===== src/rtl/core/rhs_pkg.sv =====
`timescale 1ns / 1ps
// ----------------------------------------------------------------------------
// rhs_pkg
// Shared constants, codes and port structs of the record heap sorter.
// ----------------------------------------------------------------------------
package rhs_pkg;

    localparam int MAX_RECORDS = 64;
    localparam int NAME_BYTES  = 128;

    localparam int REC_W   = $clog2(MAX_RECORDS);        // record index
    localparam int CNT_W   = $clog2(MAX_RECORDS + 1);    // record count
    localparam int LEN_W   = $clog2(NAME_BYTES);         // name length
    localparam int NAME_AW = REC_W + 1 + LEN_W;          // name store address

    localparam logic [LEN_W-1:0] LEN_MAX = LEN_W'(NAME_BYTES - 1);
    localparam logic [CNT_W-1:0] CNT_MAX = CNT_W'(MAX_RECORDS);

    localparam logic [1:0] REQ_NAME  = 2'd0;
    localparam logic [1:0] REQ_CLOSE = 2'd1;
    localparam logic [1:0] REQ_READ  = 2'd2;
    localparam logic [1:0] REQ_RSVD  = 2'd3;

    localparam logic [1:0] ST_OK    = 2'd0;
    localparam logic [1:0] ST_RANGE = 2'd1;
    localparam logic [1:0] ST_OVF   = 2'd2;

    typedef struct packed {
        logic               we;
        logic [REC_W-1:0]   waddr;
        logic [REC_W-1:0]   wdata;
        logic [REC_W-1:0]   raddr;
    } perm_port_t;

    typedef struct packed {
        logic               start;
        logic [REC_W-1:0]   a;
        logic [REC_W-1:0]   b;
    } cmp_req_t;

    typedef struct packed {
        logic               done;
        logic               gt;
    } cmp_rsp_t;

    typedef struct packed {
        logic               en;
        logic [NAME_AW-1:0] addr;
        logic [7:0]         data;
    } name_wr_t;

    typedef struct packed {
        logic               en;
        logic [REC_W-1:0]   addr;
        logic [2*LEN_W-1:0] data;   // family length high, given length low
    } len_wr_t;

endpackage


===== src/rtl/core/rhs_sorter.sv =====
`timescale 1ns / 1ps
// ----------------------------------------------------------------------------
// rhs_sorter
// Permutation memory and 1-based binary max-heap sort sequencer.
// ----------------------------------------------------------------------------
module rhs_sorter
(
    input  logic                        clk,
    input  logic                        rst_n,
    input  logic                        start,
    input  logic [rhs_pkg::CNT_W-1:0]   count,
    input  rhs_pkg::perm_port_t         ext,
    output logic [rhs_pkg::REC_W-1:0]   perm_q,
    output rhs_pkg::cmp_req_t           cmp_req,
    input  rhs_pkg::cmp_rsp_t           cmp_rsp,
    output logic                        done
);

    typedef enum logic [12:0]
    {
        S_IDLE  = 13'b0000000000001,
        S_OUTER = 13'b0000000000010,
        S_SIFT  = 13'b0000000000100,
        S_SL    = 13'b0000000001000,
        S_WL    = 13'b0000000010000,
        S_SR    = 13'b0000000100000,
        S_WR    = 13'b0000001000000,
        S_DEC   = 13'b0000010000000,
        S_SW2   = 13'b0000100000000,
        S_RET   = 13'b0001000000000,
        S_XRD   = 13'b0010000000000,
        S_XW1   = 13'b0100000000000,
        S_XW2   = 13'b1000000000000
    } sort_state_t;

    localparam int CW = rhs_pkg::CNT_W;
    localparam int RW = rhs_pkg::REC_W;

    logic [RW-1:0] perm_mem [0:rhs_pkg::MAX_RECORDS-1];

    sort_state_t state_reg, state_next;
    logic          phase_reg, phase_next;      // 0 build, 1 extract
    logic [CW-1:0] n_reg, n_next, bi_reg, bi_next, si_reg, si_next, hn_reg, hn_next;
    logic [CW-1:0] bigpos_reg, bigpos_next;
    logic [RW-1:0] pi_reg, pi_next, pl_reg, pl_next, bigval_reg, bigval_next;
    logic          done_reg, done_next;

    logic [CW:0]   l, r;
    logic [RW-1:0] ra, rb, qa, qb, waddr, wdata;
    logic          we;

    assign l = {si_reg, 1'b0};
    assign r = l + 1'b1;

    always_ff @(posedge clk)
    begin
        if (we)
        begin
            perm_mem[waddr] <= wdata;
        end
        qa <= perm_mem[ra];
        qb <= perm_mem[rb];
    end

    always_comb
    begin
        state_next  = state_reg;
        phase_next  = phase_reg;
        n_next      = n_reg;
        bi_next     = bi_reg;
        si_next     = si_reg;
        hn_next     = hn_reg;
        bigpos_next = bigpos_reg;
        pi_next     = pi_reg;
        pl_next     = pl_reg;
        bigval_next = bigval_reg;
        done_next   = 1'b0;
        ra          = ext.raddr;
        rb          = '0;
        we          = 1'b0;
        waddr       = ext.waddr;
        wdata       = ext.wdata;
        cmp_req     = '0;
        unique case (state_reg)
            S_IDLE:
            begin
                we = ext.we;
                if (start)
                begin
                    n_next     = count;
                    bi_next    = count >> 1;
                    phase_next = 1'b0;
                    state_next = S_OUTER;
                end
            end
            S_OUTER:
            begin
                if (!phase_reg)
                begin
                    if (bi_reg != '0)
                    begin
                        si_next    = bi_reg;
                        hn_next    = n_reg;
                        state_next = S_SIFT;
                    end
                    else
                    begin
                        phase_next = 1'b1;
                        bi_next    = n_reg;
                    end
                end
                else if (bi_reg > CW'(1))
                begin
                    state_next = S_XRD;
                end
                else
                begin
                    done_next  = 1'b1;
                    state_next = S_IDLE;
                end
            end
            S_SIFT:
            begin
                ra = RW'(si_reg - 1'b1);
                rb = RW'(l - 1'b1);
                if (l > {1'b0, hn_reg})
                begin
                    state_next = S_RET;
                end
                else
                begin
                    state_next = S_SL;
                end
            end
            S_SL:
            begin
                pi_next       = qa;
                pl_next       = qb;
                cmp_req.start = 1'b1;
                cmp_req.a     = qb;
                cmp_req.b     = qa;
                state_next    = S_WL;
            end
            S_WL:
            begin
                ra = RW'(r - 1'b1);
                if (cmp_rsp.done)
                begin
                    if (cmp_rsp.gt)
                    begin
                        bigpos_next = l[CW-1:0];
                        bigval_next = pl_reg;
                    end
                    else
                    begin
                        bigpos_next = si_reg;
                        bigval_next = pi_reg;
                    end
                    state_next = (r <= {1'b0, hn_reg}) ? S_SR : S_DEC;
                end
            end
            S_SR:
            begin
                pl_next       = qa;
                cmp_req.start = 1'b1;
                cmp_req.a     = qa;
                cmp_req.b     = bigval_reg;
                state_next    = S_WR;
            end
            S_WR:
            begin
                if (cmp_rsp.done)
                begin
                    if (cmp_rsp.gt)
                    begin
                        bigpos_next = r[CW-1:0];
                        bigval_next = pl_reg;
                    end
                    state_next = S_DEC;
                end
            end
            S_DEC:
            begin
                if (bigpos_reg == si_reg)
                begin
                    state_next = S_RET;
                end
                else
                begin
                    we         = 1'b1;
                    waddr      = RW'(si_reg - 1'b1);
                    wdata      = bigval_reg;
                    state_next = S_SW2;
                end
            end
            S_SW2:
            begin
                we         = 1'b1;
                waddr      = RW'(bigpos_reg - 1'b1);
                wdata      = pi_reg;
                si_next    = bigpos_reg;
                state_next = S_SIFT;
            end
            S_RET:
            begin
                bi_next    = bi_reg - 1'b1;
                state_next = S_OUTER;
            end
            S_XRD:
            begin
                ra         = '0;
                rb         = RW'(bi_reg - 1'b1);
                state_next = S_XW1;
            end
            S_XW1:
            begin
                we         = 1'b1;
                waddr      = '0;
                wdata      = qb;
                pi_next    = qa;
                state_next = S_XW2;
            end
            S_XW2:
            begin
                we         = 1'b1;
                waddr      = RW'(bi_reg - 1'b1);
                wdata      = pi_reg;
                si_next    = CW'(1);
                hn_next    = bi_reg - 1'b1;
                state_next = S_SIFT;
            end
            default:
            begin
                state_next = S_IDLE;
            end
        endcase
    end

    always_ff @(posedge clk or negedge rst_n)
    begin
        if (!rst_n)
        begin
            state_reg <= S_IDLE;
            done_reg  <= 1'b0;
        end
        else
        begin
            state_reg <= state_next;
            done_reg  <= done_next;
        end
    end

    always_ff @(posedge clk)
    begin
        phase_reg  <= phase_next;
        n_reg      <= n_next;
        bi_reg     <= bi_next;
        si_reg     <= si_next;
        hn_reg     <= hn_next;
        bigpos_reg <= bigpos_next;
        pi_reg     <= pi_next;
        pl_reg     <= pl_next;
        bigval_reg <= bigval_next;
    end

    assign perm_q = qa;
    assign done   = done_reg;

endmodule


===== config.mk =====
export PLATFORM = sky130hd
export DESIGN_NAME = rhs_sorter
export DESIGN_NICKNAME = d
export VERILOG_FILES = /design/src/rtl/core/rhs_pkg.sv /design/src/rtl/core/rhs_sorter.sv
export SDC_FILE = /design/constraint.sdc
export NUM_CORES = 1
export LEC_CHECK = 0
export BUFFER_PORTS_ARGS = -buffer_cell sky130_fd_sc_hd__buf_4
export CORE_MARGIN = 10
export CORE_UTILIZATION = 25
export CTS_CLUSTER_SIZE = 10
export DETAILED_ROUTE_END_ITERATION = 7
export REMOVE_ABC_BUFFERS = 1
export SETUP_SLACK_MARGIN = 0.2
export SYNTH_ARGS = -nofsm -noshare
export SYNTH_HDL_FRONTEND = slang
export SYNTH_SLANG_ARGS = --single-unit

===== constraint.sdc =====
create_clock -name clk -period 3.36 [get_ports clk]
set_clock_uncertainty 0.15 [all_clocks]
set_input_delay 0.168 -clock clk [delete_from_list [all_inputs] [get_ports clk]]
set_output_delay 0.168 -clock clk [all_outputs]
set_load 0.05 [all_outputs]

==> Yosys cells after proc, flatten, opt, wreduce, memory -nomap -nowiden <==
Memory sizes are Yosys's and may differ from the RTL's. A register that Yosys moved wholly into a read port is not among the register bits.
Cells that the tools add are included.
Widths: inputs -> output; s select.
{ "classes": {"order_cmp": 3, "reduce_logical": 17, "n_addsub": 6, "n_eq_ne": 22, "mux": 49} }
{ "ops": {"columns": ["cell", "count"], "rows": [
  ["$pmux 13 s12", 1],
  ["$mux 7", 11],
  ["$mux 13", 5],
  ["$pmux 7 s3", 2],
  ["$mux 6", 6],
  ["$pmux 6 s2", 3],
  ["$pmux 6 s3", 2],
  ["$pmux 7 s2", 2],
  ["$pmux 13 s2", 1],
  ["$pmux 6 s4", 1],
  ["$sub 6x1->6 const B", 4],
  ["$mux 10", 2],
  ["$ne 2x2->1 const B", 7],
  ["$eq 13x1->1 const B", 1],
  ["$eq 13x10->1 const B", 1],
  ["$eq 13x11->1 const B", 1],
  ["$eq 13x12->1 const B", 1],
  ["$eq 13x13->1 const B", 1],
  ["$eq 13x2->1 const B", 1],
  ["$eq 13x3->1 const B", 1],
  ["$eq 13x4->1 const B", 1],
  ["$eq 13x5->1 const B", 1],
  ["$eq 13x6->1 const B", 1],
  ["$eq 13x7->1 const B", 1],
  ["22 further kinds", 39]
]} }
{ "totals": {"output_inout_bits": 20, "inputBits": 31, "word_cells": 109, "mem_bits_rw": 384, "memories": 1, "reg_bits": 68} }
{ "memory_table": {"columns": ["memory", "depth", "word_bits", "read_ports", "rd_clocked_by_memory_dff", "write_ports", "line_no", "source"], "rows": [
  ["perm_mem", 64, 6, 2, 2, 1, "rhs_sorter.sv:39", "logic [RW-1:0] perm_mem [0:rhs_pkg::MAX_RECORDS-1];"]
]} }

==> Depth between registers and ports, before layout <==
{ "logic_depth": {"depth_word": 5, "ltp_mapped": 13, "ltp_nobuf": 11} }

==> Worst setup path after synthesis <==
No wires, ideal clock.
{ "synth_timing": {"kind": "register -> register", "from": "reg state_reg[0]", "to": "mem perm_mem[0][5] in the netlist's numbering (data pin)", "t_arrival_ns": 2.919, "stages_incl_launch_ff": 10, "slack_ns": -0.310, "synth_period_minus_slack_ns": 3.670, "path_buffers": 2, "cell_sequence": "dfstp_2 > buf_2 > nor4_4 > nand3_1 > or4_1 > nand2_1 > o22ai_2 > buf_2 > nand2_1 > nand3_1"} }
{ "synth_via": {"elab_chain_cells": 3} }
{ "synth_rtl": {"columns": ["element", "line_no", "source"], "rows": [
  ["start, declared", "rhs_sorter.sv:41", "sort_state_t state_reg, state_next;"],
  ["start signal, assigned", "rhs_sorter.sv:248", "state_reg <= state_next;"],
  ["$eq 13x13->1 / $eq 13x9->1 (equally long branches)", "rhs_sorter.sv:84", "unique case (state_reg)"],
  ["$reduce_or 2->1 (no source line)", null, null],
  ["$pmux 6 s3 *", "rhs_sorter.sv:84", null],
  ["via wdata[5]", "rhs_sorter.sv:49", "logic [RW-1:0] ra, rb, qa, qb, waddr, wdata;"],
  ["end, declared", "rhs_sorter.sv:39", null]
]} }
Mark *: on every way through the listed nets, which the timed path passes. The rest lies on a longest branch.

==> Worst setup path in the final report <==
{ "layout_timing": {"from": "reg state_reg[5]", "to": "reg qb[5] (read register of perm_mem)"} }
{ "layout_via": {"elab_chain_cells": 2} }
{ "layout_rtl": {"columns": ["element", "line_no"], "rows": [
  ["$eq 13x11->1 / $eq 13x3->1 (equally long branches)", "rhs_sorter.sv:84"],
  ["$pmux 6 s2 *", "rhs_sorter.sv:84"],
  ["end, declared", "rhs_sorter.sv:49"]
]} }
Every way passes the cells marked *; elsewhere a longest branch is shown, timed or not.
A chain may end at the register's enable or synchronous reset.

==> metrics.txt <==
total grt overflow=0; CTS Sinks=464; reg2reg end=qb[5]$_DFF_P_; syn_area_per_cell=9.98 µm²; Relative slew margins=43.0%; Worst Path Required=3700 ps; internal power=12800 µW; worst-margin pin slew=849 ps; wire per inst=23.3 µm; outcome=finished, violations left; combinational fraction of design power=36.0%; Largest register FFs=384; placed inst area=28200 µm²; RePlAce Congestion=0.994; ys flop type=edfxtp_1; Hold Path Depth=2; Die Wd=326 µm; # diodes=0; Clock transition at path regs=60 ps; PnR worst setup slack=-148 ps; PwrDens=593 nW/µm²; first-pass GRT wire length=136000 µm; register area share after synthesis=58.9%; Post-synth ARST share=3.02%; Clock Tree Buf Depth=3; overall routing resource usage=16.6%; Area growth syn-to-layout=42.3%; Core Area=92100 µm²; fraction of layout cells with a size suffix above 1=30.2%; Layout Cells excl Fill=4075; row count=111; DPL Wire Length=62900 µm; largest net degree at the start of global routing=65; Max-cap violations=0; CP Capture Type=flop; DRC=0; final wirelength=94900 µm; Setup violations, final=207; final hold vios=0; cell count after synthesis=2337; Setup crit start kind=flop; largest area contributor in the netlist=edfxtp_1; VDD IR max=0.444 mV; EDFF count, synth=438; CTS root buf=clkbuf_16; Worst Reg-to-Reg Cells=13; DR iter-0 viols=2976; Yosys reg bits=464; slowest CP cell=or4_4; Synth top cells by count=nand2_1 (697), edfxtp_1 (438), nand3_1 (219), nor2_1 (131), a21oi_1 (113); Final Instance Area=33200 µm²; Initial Util=25.3%; Yosys cell types=71; Worst EP arrival=3840 ps; number of fill cells=8963; CTS Buf Count=56; CTS H-tree lvls=2; Worst Hold Class=primary input to flop; Leak Pwr=0.0122 µW; clock share of power=28.0%; YS warnings=0; Synth area leaders=edfxtp_1 (56%), nand2_1 (11%), nand3_1 (4.7%); worst skew pair latency=640 ps; Hold EP=n_reg[5]$_DFFE_PP_; CTS tree=built; synthesized cell area=23300 µm²; net switching power=6840 µW; Die Area=106000 µm²; port bufs=50; M1 WL=37900 µm; switching share of power=34.8%; worst reg2reg setup slack=-150 ps; post-synth top area share=56.4%; RR Startpoint=state_reg[5]$_DFFE_PN0P_; RSZ-0062 raised after global routing=true; initial antenna violation count=0; layout net count=2837; DRT Pass-1 Iters=5; maximum clock rate=285 MHz; CP max stage delay=460 ps; vias in the first global route=20.3k; hold path start=count[5]; final-report max-slew violation count=0; dpl cells=3858; Die H=326 µm; most frequent cell after synthesis=nand2_1; CP Class=flop to flop; Final Critical Period=3510 ps; met2 wire length=41500 µm; DR top layer=met4; CP max FO=11; routed wl met3=11200 µm; Seq pwr share=36.0%; critical path, cell by cell=nor4_4 > buf_4 > nand4_1 > buf_6 > o22ai_4 > buf_12 > mux2i_1 > mux2i_1 > mux2_2 > a22oi_2 > buf_4 > o211ai_1 > or4_4; vias per cell=5.34; ANT nets after route=0; fin crit share=104%; violated checks=negative setup slack; vias after detailed routing=21.8k; IO Count=51
worst max-delay path, delay by kind of cell (launching register included):
| kind | cells | cell delay, ps |
|---|---|---|
| and+or+nand+nor | 3 | 850 |
| buffers and inverters | 4 | 680 |
| AOI/OAI and AO/OA | 3 | 590 |
| muxes | 3 | 660 |
| DFF | 1 | 420 |
per-stage QoR:
step	TNS (ps)	setup slack [ps]	power [µW]	hold WS (ps)	util (%)
3_5_place_dp	-37360	-406	12800	-111	30.6
2_1_floorplan	-434050	-7120	9980	-278	-
5_1_grt	-54620	-265	20300	141	36.1
3_3_place_gp	-46700	-400	12800	-113	30.6
4_1_cts	-330	-76.8	19200	121	35.3
6_report	-5670	-148	19700	144	36.1
power groups by stage:
stage	logic, µW	registers (µW)	clock network [µW]
global route	7390	7100	5830
global placement	5630	7180	0
detailed placement	5640	7170	0
finish	7090	7090	5500
floorplan	2820	7160	0
CTS	6560	7070	5570
cell families (layout without fill, tap and decap cells):
logic type,Yosys count,in the layout,synth area share [%]
muxes,48,48,2.17
and+or+nand+nor,1233,1233,23.4
AOI/OAI and AO/OA,381,385,11.0
DFF,464,464,58.9
adders and majority gates,11,11,0.590
buffers and inverters,178,669,3.13
xor gates and xnor gates,22,22,0.826
layout by cell type, fill, tap and decap left out, drive strengths merged, types with 20 or more instances in the layout:
cell type,n
a21oi,114
a22o,22
a22oi,26
a311oi,25
a31oi,39
a32oi,22
and3,58
buf,528
clkbuf,85
edfxtp,438
mux2,20
mux2i,28
nand2,697
nand3,219
nand4,35
nor2,133
o21ai,49
what timing repair did:
action,in CTS,in global routing
cloned,13,10
hold buffers,16,1
setup endpoints to repair,432,740
pin swaps,124,32
resized for setup,420,58
endpoints found under the hold margin,54,4
setup buffers,57,25
area by class of cell:
type	instances	area [µm²]	share of cell area, %
tap	1243	1560	4.68
sequential	464	13700	41.4
multi-input combinational	1699	10300	31.0
timing repair buffer	555	5920	17.8
inverter	19	71.3	0.215
clock inverter	16	110	0.332
clock buffer	79	1520	4.57
how the worst max path moves through the flow:
stage / depth (start not counted) / to / startpoint / slack [ps]
4_1_cts: 14 / qb[0]$_DFF_P_ / state_reg[11]$_DFFE_PN0P_ / -80
6_report: 13 / qb[5]$_DFF_P_ / state_reg[5]$_DFFE_PN0P_ / -150
3_5_place_dp: 11 / perm_mem[12][4]$_DFFE_PP_ / state_reg[3]$_DFFE_PN0P_ / -410
3_3_place_gp: 11 / perm_mem[12][4]$_DFFE_PP_ / state_reg[3]$_DFFE_PN0P_ / -400
5_1_grt: 14 / qb[0]$_DFF_P_ / state_reg[11]$_DFFE_PN0P_ / -270
2_1_floorplan: 9 / qb[0]$_DFF_P_ / state_reg[4]$_DFFE_PN0P_ / -7120
routing by layer:
layer | up-vias | track usage, %
met5 | - | 0
met4 | 0 | 6.94
met3 | 228 | 3.48
met2 | 1474 | 25.4
met1 | 10600 | 22.4
li1 | 9469 | -
(Power assumes the default switching activity.)
